### config.mk
export PLATFORM = sky130hd
export DESIGN_NAME = fraction_add_reduce
export DESIGN_NICKNAME = d
export VERILOG_FILES = /design/src/rtl/far_pkg.sv /design/src/rtl/fraction_add_reduce.sv /design/src/rtl/far_gcd.sv /design/src/rtl/far_div.sv /design/src/rtl/far_dp.sv /design/src/rtl/far_ctrl.sv
export VERILOG_INCLUDE_DIRS = /design/src /design/src/rtl
export SDC_FILE = /design/constraint.sdc
export NUM_CORES = 2
export LEC_CHECK = 0
export ABC_AREA = 1
export CAP_MARGIN = 0
export CORE_ASPECT_RATIO = 1.1
export CORE_MARGIN = 1
export CORE_UTILIZATION = 55
export DETAILED_ROUTE_END_ITERATION = 6
export DONT_BUFFER_PORTS = 1
export GPL_TIMING_DRIVEN = 0
export PLACE_DENSITY = 0.72
export SETUP_SLACK_MARGIN = 0.02
export SLEW_MARGIN = 20
export SYNTH_ARGS = -nofsm -noshare
export SYNTH_HDL_FRONTEND = slang
export SYNTH_HIERARCHICAL = 1
export SYNTH_SLANG_ARGS = --single-unit
### constraint.sdc
create_clock -name clk -period 8.41 [get_ports clk]
set_input_delay 1.2615 -clock clk [delete_from_list [all_inputs] [get_ports clk]]
set_output_delay 1.2615 -clock clk [all_outputs]
set_load 0.03 [all_outputs]
### src/rtl/fraction_add_reduce_macros.svh
// assertion macros for the fraction adder
`ifndef FRACTION_ADD_REDUCE_MACROS_SVH
`define FRACTION_ADD_REDUCE_MACROS_SVH

`ifndef SYNTHESIS

// same-cycle implication, sampled on clk, off while arst_n is low
`define FAR_ASSERT_IMP(label, pre, post) \
	label: assert property (@(posedge clk) disable iff (!arst_n) (pre) |-> (post)) \
		else $error("assertion label failed");

// next-cycle implication, sampled on clk, off while arst_n is low
`define FAR_ASSERT_NXT(label, pre, post) \
	label: assert property (@(posedge clk) disable iff (!arst_n) (pre) |=> (post)) \
		else $error("assertion label failed");

`else

`define FAR_ASSERT_IMP(label, pre, post)
`define FAR_ASSERT_NXT(label, pre, post)

`endif

`endif

### src/rtl/far_pkg.sv
// shared types and constants of the fraction adder
`default_nettype none

package far_pkg;

	// internal arithmetic width, all intermediates wrap at this size
	localparam int WIDE = 64;
	localparam int CNT_W = $clog2(WIDE);
	localparam int NUM_W = 33;
	localparam int DEN_W = 32;
	localparam int OUT_TDATA_W = ((NUM_W + DEN_W + 7) / 8) * 8;

	typedef logic [WIDE-1:0] wide_t;
	typedef logic [CNT_W-1:0] cnt_t;

	// divider jobs, also select where the quotient lands
	typedef enum logic [1:0] {
		DIV_M1,
		DIV_M2,
		DIV_NUM,
		DIV_DEN
	} div_op_t;

	// kind of result written to the output register
	typedef enum logic [1:0] {
		RES_ERR,
		RES_ZERO,
		RES_SUM
	} res_kind_t;

	// gcd operand pair select
	localparam logic GCD_DEN = 1'b0;
	localparam logic GCD_SUM = 1'b1;

	typedef struct packed {
		logic      gcd_start;
		logic      gcd_sel;
		logic      div_start;
		div_op_t   div_op;
		logic      mul_en;
		logic      sum_en;
		logic      res_load;
		res_kind_t res_kind;
	} far_cmd_t;

	typedef struct packed {
		logic den_zero;
		logic gcd_done;
		logic div_done;
		logic sum_zero;
		logic out_full;
	} far_sts_t;

endpackage

`default_nettype wire

### src/rtl/fraction_add_reduce.sv
// top level of the fraction adder with reduction to lowest terms
//
// channel  dir  beats                                  payload
// s_*      in   one request per fraction pair          n1, d1, n2, d2
// m_*      out  one result per request                 reduced numerator, denominator, status
//
// one request at a time; a request is processed by
// two binary gcd runs (reduction steps plus shift-back) and four divisions
// a zero denominator request skips to the result write, a zero sum skips the second half
// reset is asynchronous and clears control only, no clearing pass
// a result waiting in the output register does not block the next request from entering
`default_nettype none

`include "fraction_add_reduce_macros.svh"

module fraction_add_reduce #(
	parameter int OPERAND_WIDTH = 16
) (
	input  wire logic clk,
	input  wire logic arst_n,
	input  wire logic s_tvalid,
	output logic      s_tready,
	// first_numerator, first_denominator, second_numerator, second_denominator
	input  wire logic [((4*OPERAND_WIDTH+7)/8)*8-1:0] s_tdata,
	output logic      m_tvalid,
	input  wire logic m_tready,
	// sum_numerator, sum_denominator, zero pad
	output logic [far_pkg::OUT_TDATA_W-1:0] m_tdata,
	// status
	output logic [0:0] m_tuser
);
	import far_pkg::*;

	localparam int W = OPERAND_WIDTH;

	far_cmd_t              cmd;
	far_sts_t              sts;
	logic                  in_accept;
	logic signed [NUM_W-1:0] res_num;
	logic [DEN_W-1:0]      res_den;
	logic                  res_status;

	assign in_accept = s_tvalid && s_tready;

	// controller
	far_ctrl u_ctrl (
		.clk      (clk),
		.arst_n   (arst_n),
		.in_valid (s_tvalid),
		.in_ready (s_tready),
		.sts      (sts),
		.cmd      (cmd)
	);

	// datapath
	far_dp #(
		.W (W)
	) u_dp (
		.clk                (clk),
		.arst_n             (arst_n),
		.load               (in_accept),
		.first_numerator    (s_tdata[W-1:0]),
		.first_denominator  (s_tdata[2*W-1:W]),
		.second_numerator   (s_tdata[3*W-1:2*W]),
		.second_denominator (s_tdata[4*W-1:3*W]),
		.cmd                (cmd),
		.sts                (sts),
		.out_ready          (m_tready),
		.out_valid          (m_tvalid),
		.sum_numerator      (res_num),
		.sum_denominator    (res_den),
		.status             (res_status)
	);

	// result packing
	assign m_tdata = {{(OUT_TDATA_W-NUM_W-DEN_W){1'b0}}, res_den, res_num};
	assign m_tuser = res_status;

	// checks
	`FAR_ASSERT_NXT(a_accept_busy, s_tvalid && s_tready, !s_tready)
	`FAR_ASSERT_IMP(a_err_den_zero, m_tvalid && m_tuser[0], res_den == '0)
	`FAR_ASSERT_IMP(a_err_num_zero, m_tvalid && m_tuser[0], res_num == '0)

endmodule

`default_nettype wire

### src/rtl/far_gcd.sv
// binary gcd unit, one step per cycle, then shifts the common power of two back
`default_nettype none

module far_gcd (
	input  wire logic          clk,
	input  wire logic          arst_n,
	input  wire logic          start,
	input  wire far_pkg::wide_t a_in,
	input  wire far_pkg::wide_t b_in,
	output far_pkg::wide_t      result,
	output logic               done
);
	import far_pkg::*;

	wide_t a_q;
	wide_t b_q;
	cnt_t  k_q;
	logic  run_q;
	logic  shl_q;
	logic  done_q;

	// reduction steps, both operands nonzero on start
	always_ff @(posedge clk or negedge arst_n) begin
		if (!arst_n) begin
			run_q  <= 1'b0;
			shl_q  <= 1'b0;
			done_q <= 1'b0;
		end else begin
			done_q <= 1'b0;
			if (start) begin
				a_q   <= a_in;
				b_q   <= b_in;
				k_q   <= '0;
				run_q <= 1'b1;
				shl_q <= 1'b0;
			end else if (run_q) begin
				if (a_q == b_q) begin
					run_q <= 1'b0;
					shl_q <= 1'b1;
				end else if (!a_q[0] && !b_q[0]) begin
					a_q <= a_q >> 1;
					b_q <= b_q >> 1;
					k_q <= k_q + 1'b1;
				end else if (!a_q[0]) begin
					a_q <= a_q >> 1;
				end else if (!b_q[0]) begin
					b_q <= b_q >> 1;
				end else if (a_q > b_q) begin
					a_q <= (a_q - b_q) >> 1;
				end else begin
					b_q <= (b_q - a_q) >> 1;
				end
			end else if (shl_q) begin
				if (k_q == '0) begin
					shl_q  <= 1'b0;
					done_q <= 1'b1;
				end else begin
					a_q <= a_q << 1;
					k_q <= k_q - 1'b1;
				end
			end
		end
	end

	assign result = a_q;
	assign done   = done_q;

endmodule

`default_nettype wire

### src/rtl/far_div.sv
// restoring divider, one quotient bit per cycle
`default_nettype none

module far_div (
	input  wire logic          clk,
	input  wire logic          arst_n,
	input  wire logic          start,
	input  wire far_pkg::wide_t dividend,
	input  wire far_pkg::wide_t divisor,
	output far_pkg::wide_t      quotient,
	output logic               done
);
	import far_pkg::*;

	wide_t         rem_q;
	wide_t         quo_q;
	wide_t         dvs_q;
	cnt_t          cnt_q;
	logic          run_q;
	logic          done_q;
	logic [WIDE:0] trial;

	// shifted partial remainder minus divisor
	assign trial = {rem_q, quo_q[WIDE-1]} - {1'b0, dvs_q};

	always_ff @(posedge clk or negedge arst_n) begin
		if (!arst_n) begin
			run_q  <= 1'b0;
			done_q <= 1'b0;
		end else begin
			done_q <= 1'b0;
			if (start) begin
				rem_q <= '0;
				quo_q <= dividend;
				dvs_q <= divisor;
				cnt_q <= '1;
				run_q <= 1'b1;
			end else if (run_q) begin
				if (!trial[WIDE]) begin
					rem_q <= trial[WIDE-1:0];
					quo_q <= {quo_q[WIDE-2:0], 1'b1};
				end else begin
					rem_q <= {rem_q[WIDE-2:0], quo_q[WIDE-1]};
					quo_q <= {quo_q[WIDE-2:0], 1'b0};
				end
				cnt_q <= cnt_q - 1'b1;
				if (cnt_q == '0) begin
					run_q  <= 1'b0;
					done_q <= 1'b1;
				end
			end
		end
	end

	assign quotient = quo_q;
	assign done     = done_q;

endmodule

`default_nettype wire

### src/rtl/far_dp.sv
// datapath: operand registers, multipliers, sum, gcd and divider units, result register
`default_nettype none

module far_dp #(
	parameter int W = 16
) (
	input  wire logic                       clk,
	input  wire logic                       arst_n,
	input  wire logic                       load,
	input  wire logic [W-1:0]               first_numerator,
	input  wire logic [W-1:0]               first_denominator,
	input  wire logic [W-1:0]               second_numerator,
	input  wire logic [W-1:0]               second_denominator,
	input  wire far_pkg::far_cmd_t          cmd,
	output far_pkg::far_sts_t               sts,
	input  wire logic                       out_ready,
	output logic                            out_valid,
	output logic signed [far_pkg::NUM_W-1:0] sum_numerator,
	output logic [far_pkg::DEN_W-1:0]       sum_denominator,
	output logic                            status
);
	import far_pkg::*;

	logic signed [W-1:0] n1_q;
	logic signed [W-1:0] n2_q;
	logic [W-1:0]        d1_q;
	logic [W-1:0]        d2_q;
	logic [W-1:0]        m1_q;
	logic [W-1:0]        m2_q;
	wide_t               g_q;
	wide_t               g2_q;
	wide_t               lcm_q;
	wide_t               p1_q;
	wide_t               p2_q;
	wide_t               s_q;
	wide_t               qn_q;
	wide_t               qd_q;

	wide_t d1_ext;
	wide_t d2_ext;
	wide_t mag;
	wide_t neg_qn;

	logic signed [2*W:0]        prod1;
	logic signed [2*W:0]        prod2;
	logic [2*W-1:0]             prod_l;
	logic [2*W+WIDE:0]          ext1;
	logic [2*W+WIDE:0]          ext2;
	logic [2*W+WIDE-1:0]        ext_l;

	wide_t gcd_a;
	wide_t gcd_b;
	wide_t gcd_res;
	logic  gcd_done;
	wide_t div_n;
	wide_t div_d;
	wide_t div_q;
	logic  div_done;

	logic out_valid_q;

	// operand capture on an accepted request
	always_ff @(posedge clk) begin
		if (load) begin
			n1_q <= first_numerator;
			d1_q <= first_denominator;
			n2_q <= second_numerator;
			d2_q <= second_denominator;
		end
	end

	assign d1_ext = {{(WIDE-W){1'b0}}, d1_q};
	assign d2_ext = {{(WIDE-W){1'b0}}, d2_q};

	// magnitude of the wrapped sum
	assign mag    = s_q[WIDE-1] ? ('0 - s_q) : s_q;
	assign neg_qn = '0 - qn_q;

	// scale products and common denominator, wrapped to the internal width
	assign prod1  = n1_q * $signed({1'b0, m1_q});
	assign prod2  = n2_q * $signed({1'b0, m2_q});
	assign prod_l = m2_q * d2_q;
	assign ext1   = {{WIDE{prod1[2*W]}}, prod1};
	assign ext2   = {{WIDE{prod2[2*W]}}, prod2};
	assign ext_l  = {{WIDE{1'b0}}, prod_l};

	// gcd operand select
	assign gcd_a = (cmd.gcd_sel == GCD_DEN) ? d1_ext : mag;
	assign gcd_b = (cmd.gcd_sel == GCD_DEN) ? d2_ext : lcm_q;

	far_gcd u_gcd (
		.clk    (clk),
		.arst_n (arst_n),
		.start  (cmd.gcd_start),
		.a_in   (gcd_a),
		.b_in   (gcd_b),
		.result (gcd_res),
		.done   (gcd_done)
	);

	// divider operand select
	always_comb begin
		case (cmd.div_op)
			DIV_M1: begin
				div_n = d2_ext;
				div_d = g_q;
			end
			DIV_M2: begin
				div_n = d1_ext;
				div_d = g_q;
			end
			DIV_NUM: begin
				div_n = mag;
				div_d = g2_q;
			end
			DIV_DEN: begin
				div_n = lcm_q;
				div_d = g2_q;
			end
			default: begin
				div_n = lcm_q;
				div_d = g2_q;
			end
		endcase
	end

	far_div u_div (
		.clk      (clk),
		.arst_n   (arst_n),
		.start    (cmd.div_start),
		.dividend (div_n),
		.divisor  (div_d),
		.quotient (div_q),
		.done     (div_done)
	);

	// intermediate registers
	always_ff @(posedge clk) begin
		if (gcd_done) begin
			if (cmd.gcd_sel == GCD_DEN) begin
				g_q <= gcd_res;
			end else begin
				g2_q <= gcd_res;
			end
		end
		if (div_done) begin
			case (cmd.div_op)
				DIV_M1:  m1_q <= div_q[W-1:0];
				DIV_M2:  m2_q <= div_q[W-1:0];
				DIV_NUM: qn_q <= div_q;
				DIV_DEN: qd_q <= div_q;
				default: qd_q <= div_q;
			endcase
		end
		if (cmd.mul_en) begin
			p1_q  <= ext1[WIDE-1:0];
			p2_q  <= ext2[WIDE-1:0];
			lcm_q <= ext_l[WIDE-1:0];
		end
		if (cmd.sum_en) begin
			s_q <= p1_q + p2_q;
		end
	end

	// output register
	always_ff @(posedge clk or negedge arst_n) begin
		if (!arst_n) begin
			out_valid_q <= 1'b0;
		end else if (cmd.res_load) begin
			out_valid_q <= 1'b1;
		end else if (out_ready) begin
			out_valid_q <= 1'b0;
		end
	end

	always_ff @(posedge clk) begin
		if (cmd.res_load) begin
			case (cmd.res_kind)
				RES_ERR: begin
					sum_numerator   <= '0;
					sum_denominator <= '0;
					status          <= 1'b1;
				end
				RES_ZERO: begin
					sum_numerator   <= '0;
					sum_denominator <= DEN_W'(1);
					status          <= 1'b0;
				end
				default: begin
					sum_numerator   <= s_q[WIDE-1] ? neg_qn[NUM_W-1:0] : qn_q[NUM_W-1:0];
					sum_denominator <= qd_q[DEN_W-1:0];
					status          <= 1'b0;
				end
			endcase
		end
	end

	assign out_valid    = out_valid_q;
	assign sts.den_zero = (d1_q == '0) || (d2_q == '0);
	assign sts.gcd_done = gcd_done;
	assign sts.div_done = div_done;
	assign sts.sum_zero = (s_q == '0);
	assign sts.out_full = out_valid_q && !out_ready;

endmodule

`default_nettype wire

### src/rtl/far_ctrl.sv
// controller: sequences gcd, divisions, products and result write for one request
`default_nettype none

module far_ctrl (
	input  wire logic              clk,
	input  wire logic              arst_n,
	input  wire logic              in_valid,
	output logic                   in_ready,
	input  wire far_pkg::far_sts_t sts,
	output far_pkg::far_cmd_t      cmd
);
	import far_pkg::*;

	typedef enum logic [3:0] {
		S_IDLE,
		S_CHECK,
		S_GCD1,
		S_DIV1,
		S_DIV2,
		S_MUL,
		S_SUM,
		S_TEST,
		S_GCD2,
		S_DIV3,
		S_DIV4,
		S_FIN
	} state_t;

	state_t   state_q;
	far_cmd_t cmd_q;
	logic     in_ready_q;

	// state and registered commands
	always_ff @(posedge clk or negedge arst_n) begin
		if (!arst_n) begin
			state_q    <= S_IDLE;
			in_ready_q <= 1'b1;
			cmd_q      <= '0;
		end else begin
			cmd_q.gcd_start <= 1'b0;
			cmd_q.div_start <= 1'b0;
			cmd_q.mul_en    <= 1'b0;
			cmd_q.sum_en    <= 1'b0;
			cmd_q.res_load  <= 1'b0;
			case (state_q)
				S_IDLE: begin
					if (in_valid && in_ready_q) begin
						in_ready_q <= 1'b0;
						state_q    <= S_CHECK;
					end
				end
				S_CHECK: begin
					if (sts.den_zero) begin
						cmd_q.res_kind <= RES_ERR;
						state_q        <= S_FIN;
					end else begin
						cmd_q.gcd_start <= 1'b1;
						cmd_q.gcd_sel   <= GCD_DEN;
						state_q         <= S_GCD1;
					end
				end
				S_GCD1: begin
					if (sts.gcd_done) begin
						cmd_q.div_start <= 1'b1;
						cmd_q.div_op    <= DIV_M1;
						state_q         <= S_DIV1;
					end
				end
				S_DIV1: begin
					if (sts.div_done) begin
						cmd_q.div_start <= 1'b1;
						cmd_q.div_op    <= DIV_M2;
						state_q         <= S_DIV2;
					end
				end
				S_DIV2: begin
					if (sts.div_done) begin
						cmd_q.mul_en <= 1'b1;
						state_q      <= S_MUL;
					end
				end
				S_MUL: begin
					cmd_q.sum_en <= 1'b1;
					state_q      <= S_SUM;
				end
				S_SUM: begin
					state_q <= S_TEST;
				end
				S_TEST: begin
					if (sts.sum_zero) begin
						cmd_q.res_kind <= RES_ZERO;
						state_q        <= S_FIN;
					end else begin
						cmd_q.gcd_start <= 1'b1;
						cmd_q.gcd_sel   <= GCD_SUM;
						state_q         <= S_GCD2;
					end
				end
				S_GCD2: begin
					if (sts.gcd_done) begin
						cmd_q.div_start <= 1'b1;
						cmd_q.div_op    <= DIV_NUM;
						state_q         <= S_DIV3;
					end
				end
				S_DIV3: begin
					if (sts.div_done) begin
						cmd_q.div_start <= 1'b1;
						cmd_q.div_op    <= DIV_DEN;
						state_q         <= S_DIV4;
					end
				end
				S_DIV4: begin
					if (sts.div_done) begin
						cmd_q.res_kind <= RES_SUM;
						state_q        <= S_FIN;
					end
				end
				S_FIN: begin
					if (!sts.out_full) begin
						cmd_q.res_load <= 1'b1;
						in_ready_q     <= 1'b1;
						state_q        <= S_IDLE;
					end
				end
				default: begin
					state_q    <= S_IDLE;
					in_ready_q <= 1'b1;
				end
			endcase
		end
	end

	assign cmd      = cmd_q;
	assign in_ready = in_ready_q;

endmodule

`default_nettype wire
==> results.md <==
* Status: finished, violations left
* Violated checks: design-rule violations
* CTS Sinks at 840
* Slew Viols, Final at 0
* Hold buffer count at cts at 0
* Tcrit/Tclk final at 84.3%
* Die area at 154000 µm²
* Hold Vio Cnt, Final at 0
* Final nets at 13039
* Clock transition at the registers of the reported paths at 70 ps
* Final Setup Violations at 0
* Wire per inst at 21.6 µm
* Met2 Wirelength at 143000 µm
* Port Buffers at 0
* Wl on met1 at 109000 µm
* IO Pins at 143
* Gr usage total at 38.5%
* Commonest non-fill, non-tap cells in the layout: 4196 x nand2_1, 2528 x inv_1, 819 x edfxtp_1
* Die W at 375 µm
* Req. time, crit path at 8910 ps
* Met3 wire length at 22200 µm
* Tmin final at 7090 ps
* Tot Pwr at 0.0178 W
* Placer congestion estimate at 1.04
* Clk root buf: clkbuf_16
* Worst Hold Class: primary input to async pin
* Synth Instances at 11599
* Unique cell type count in the Yosys netlist at 58
* Post-synthesis sequential area ratio at 29.9%
* Area fraction of the dominant cell type after synthesis at 29.2%
* Vias per cell at 5.44
* CP arrival at 7580 ps
* Post-synth EDFFs at 819
* VDD IR-drop max at 421 µV
* Seq cells post-synth at 840
* Fillers at 14276
* Num CTS Buffers at 92
* Maximum root-to-sink buffer count at 3
* Grt ovf at 0
* CTS tree: yes
* Commonest non-fill, non-tap cell in the layout: nand2_1
* Critical Path End Type: register
* Final wirelength at 300000 µm
* Syn avg cell area at 7.25 µm²
* DP HPWL at 246000 µm
* Core area at 152000 µm²
* 1st-pass router iterations at 7
* Via count at 75365
* Vias in the first global route at 73702
* Htree depth at 3
* Synth top area cells: edfxtp_1 29%, nand2_1 19%, fa_1 14%
* Post-CTS setup buffer count at 0
* Post-DP Area at 87400 µm²
* Skew-Pair Late Insertion Delay at 770 ps
* Leading area contributor after synthesis: edfxtp_1
* WS Path Type: register to register
* Antenna viol nets, final at 0
* CP startpoint kind: register
* Worst Setup Slack, final at 1320 ps
* Synthesized cell area at 84100 µm²
* Max-capacitance violation count at 0
* Async set-or-reset flop fraction in the synthesized netlist at 2.50%
* Slew HR at 20.5%
* DRT iter0 DRCs at 6850
* Row cnt at 150
* RSZ-0062 raised after global routing: false
* First-pass GRT wire length at 440000 µm
* Die height at 412 µm
* Leak at 47.7 nW
* Share of cells above drive strength 1 at 3.43%
* Ys flop type: edfxtp_1
* # DRC at 6
* Pre-CTS WS at 1500 ps
* Multi-input gate area at 48200 µm²
* Clk_skew at 69.9 ps
* Slew @ Worst Pin at 1190 ps
* Top routing layer in use: met5
* CTS resizes at 0
* FF/Latch Area at 25100 µm²
* FMAX at 141 MHz
* Power Density at 196 nW/µm²
* Post-route design area at 90600 µm²
* Initial core utilization at 55.4%
* Crit-path max FO at 10
* Yosys warning count at 6
* Area Overhead vs Synth at 7.67%
* Antenna violations before repair at 11
* Pin count of the biggest net entering global routing at 102
==> through the flow <==
step / utilization, % / instances / TNS (ps) / hold slack [ps]
after floorplan: - / 11696 / 0 / 427
after global placement: 57.3 / 13672 / -25300 / 437
after CTS: 59.6 / 13858 / 0 / 165
final: 59.6 / 13862 / 0 / 216
after global routing: 59.6 / 13858 / 0 / 193
after detailed placement: 57.6 / 13687 / 0 / 440
==> registers in the layout (all words and copies together), names as in the netlist, 10 cells and up <==
| register | count |
|---|---|
| u_dp/g2_q | 64 |
| u_dp/g_q | 64 |
| u_dp/u_div/dvs_q | 64 |
| u_dp/u_div/quotient | 64 |
| u_dp/u_div/rem_q | 64 |
| u_dp/u_gcd/b_q | 64 |
| u_dp/u_gcd/result | 64 |
| u_dp/s_q | 34 |
| u_dp/p1_q | 33 |
| u_dp/p2_q | 33 |
| u_dp/qn_q | 33 |
| u_dp/sum_numerator | 33 |
| u_dp/lcm_q | 32 |
| u_dp/qd_q | 32 |
| u_dp/sum_denominator | 32 |
| u_dp/d1_q | 16 |
| u_dp/d2_q | 16 |
| u_dp/m1_q | 16 |
| u_dp/m2_q | 16 |
| u_dp/n1_q | 16 |
| u_dp/n2_q | 16 |
| u_ctrl/cmd | 10 |
==> path summary, 6_finish.rpt <==
kind                                              startpoint                          to  slack, ps  depth (start not counted)
setup reg to reg                      u_dp/n2_q[3]$_DFFE_PP_     u_dp/p2_q[31]$_DFFE_PP_       1320                         21
min in group clk           u_dp/u_div/quotient[32]$_DFFE_PP_     u_dp/qn_q[32]$_DFFE_PP_        470                          0
setup / recovery                      u_dp/n2_q[3]$_DFFE_PP_     u_dp/p2_q[31]$_DFFE_PP_       1320                         21
hold reg to reg            u_dp/u_div/quotient[32]$_DFFE_PP_     u_dp/qn_q[32]$_DFFE_PP_        470                          0
hold / removal                                        arst_n  u_dp/out_valid$_DFFE_PN0P_        220                          0
max in group asynchronous                             arst_n  u_dp/u_gcd/run_q$_DFF_PN0_       7870                          0
==> final cells by class <==
cell class,instances,area share (%)
diodes,4,0.0111
plain buffers,362,1.77
clock buffers,104,2.59
clock inverters,67,0.888
inverters,2555,10.6
multi-input cells,7939,53.2
flip-flops and latches,840,27.7
well taps,1976,2.73
repair buffers,15,0.414
==> synth_stat cells, types with 6 or more instances <==
cell,n
nand4_1,116
nand3_2,6
fa_1,586
nand2_4,7
buf_6,10
o21a_1,11
or2_2,19
nor3_1,72
nor2_2,31
nor4_1,8
nor2_4,12
a21o_1,7
dfrtp_1,20
clkbuf_2,18
nand2_2,46
ha_1,580
nand3b_1,18
buf_4,14
inv_1,2532
buf_2,28
clkbuf_1,260
o2111ai_1,9
a21oi_1,569
edfxtp_1,819
xor2_1,106
nand3_1,411
nor2_1,636
o21ai_1,17
o211ai_1,10
inv_2,20
buf_1,28
xnor2_1,73
nand2_1,4197
o21bai_1,27
o21ai_0,238
==> report_power, final <==
part	leakage [nW]	switching (W)	internal (W)
clock network	1.50	0.00191	0.00234
logic	38.6	0.00575	0.00284
registers	7.55	0.0000309	0.00491
total	47.7	0.00769	0.0101
==> kinds of logic (layout without fill, tap and decap cells) <==
group | count (synthesis) | after routing | share of synthesized area (%)
AND/OR/NAND/NOR | 5591 | 5591 | 26.7
XOR/XNOR | 180 | 180 | 1.88
AO/OA/AOI/OAI | 903 | 903 | 5.64
buffers and inverters | 2917 | 3103 | 13.3
other | 2 | 103 | 0.00893
adder cells (fa/ha/maj) | 1166 | 1166 | 22.6
flip-flops | 840 | 840 | 29.9
==> metal layers <==
metal  up-vias  global-route usage [%]
met1     35518                    43.9
met5         -                       0
met3       926                    6.10
met2      3333                    65.0
li1      35576                       -
met4        12                    29.3
==> critical path: stages (launching register included) <==
cell      delay (ps)
edfxtp_1         330
clkbuf_1         610
clkbuf_1         570
nand2_1          200
fa_1             530
fa_1             500
inv_1             60
fa_1             530
fa_1             440
fa_1             540
inv_1             50
fa_1             770
inv_1             90
ha_1             380
a21oi_1          290
o21ai_0          240
a21oi_1          160
nand2_1          160
nand2_1          120
nand2_1           60
nand2_1           60
nand2_1          100
(Power assumes the default switching activity.)
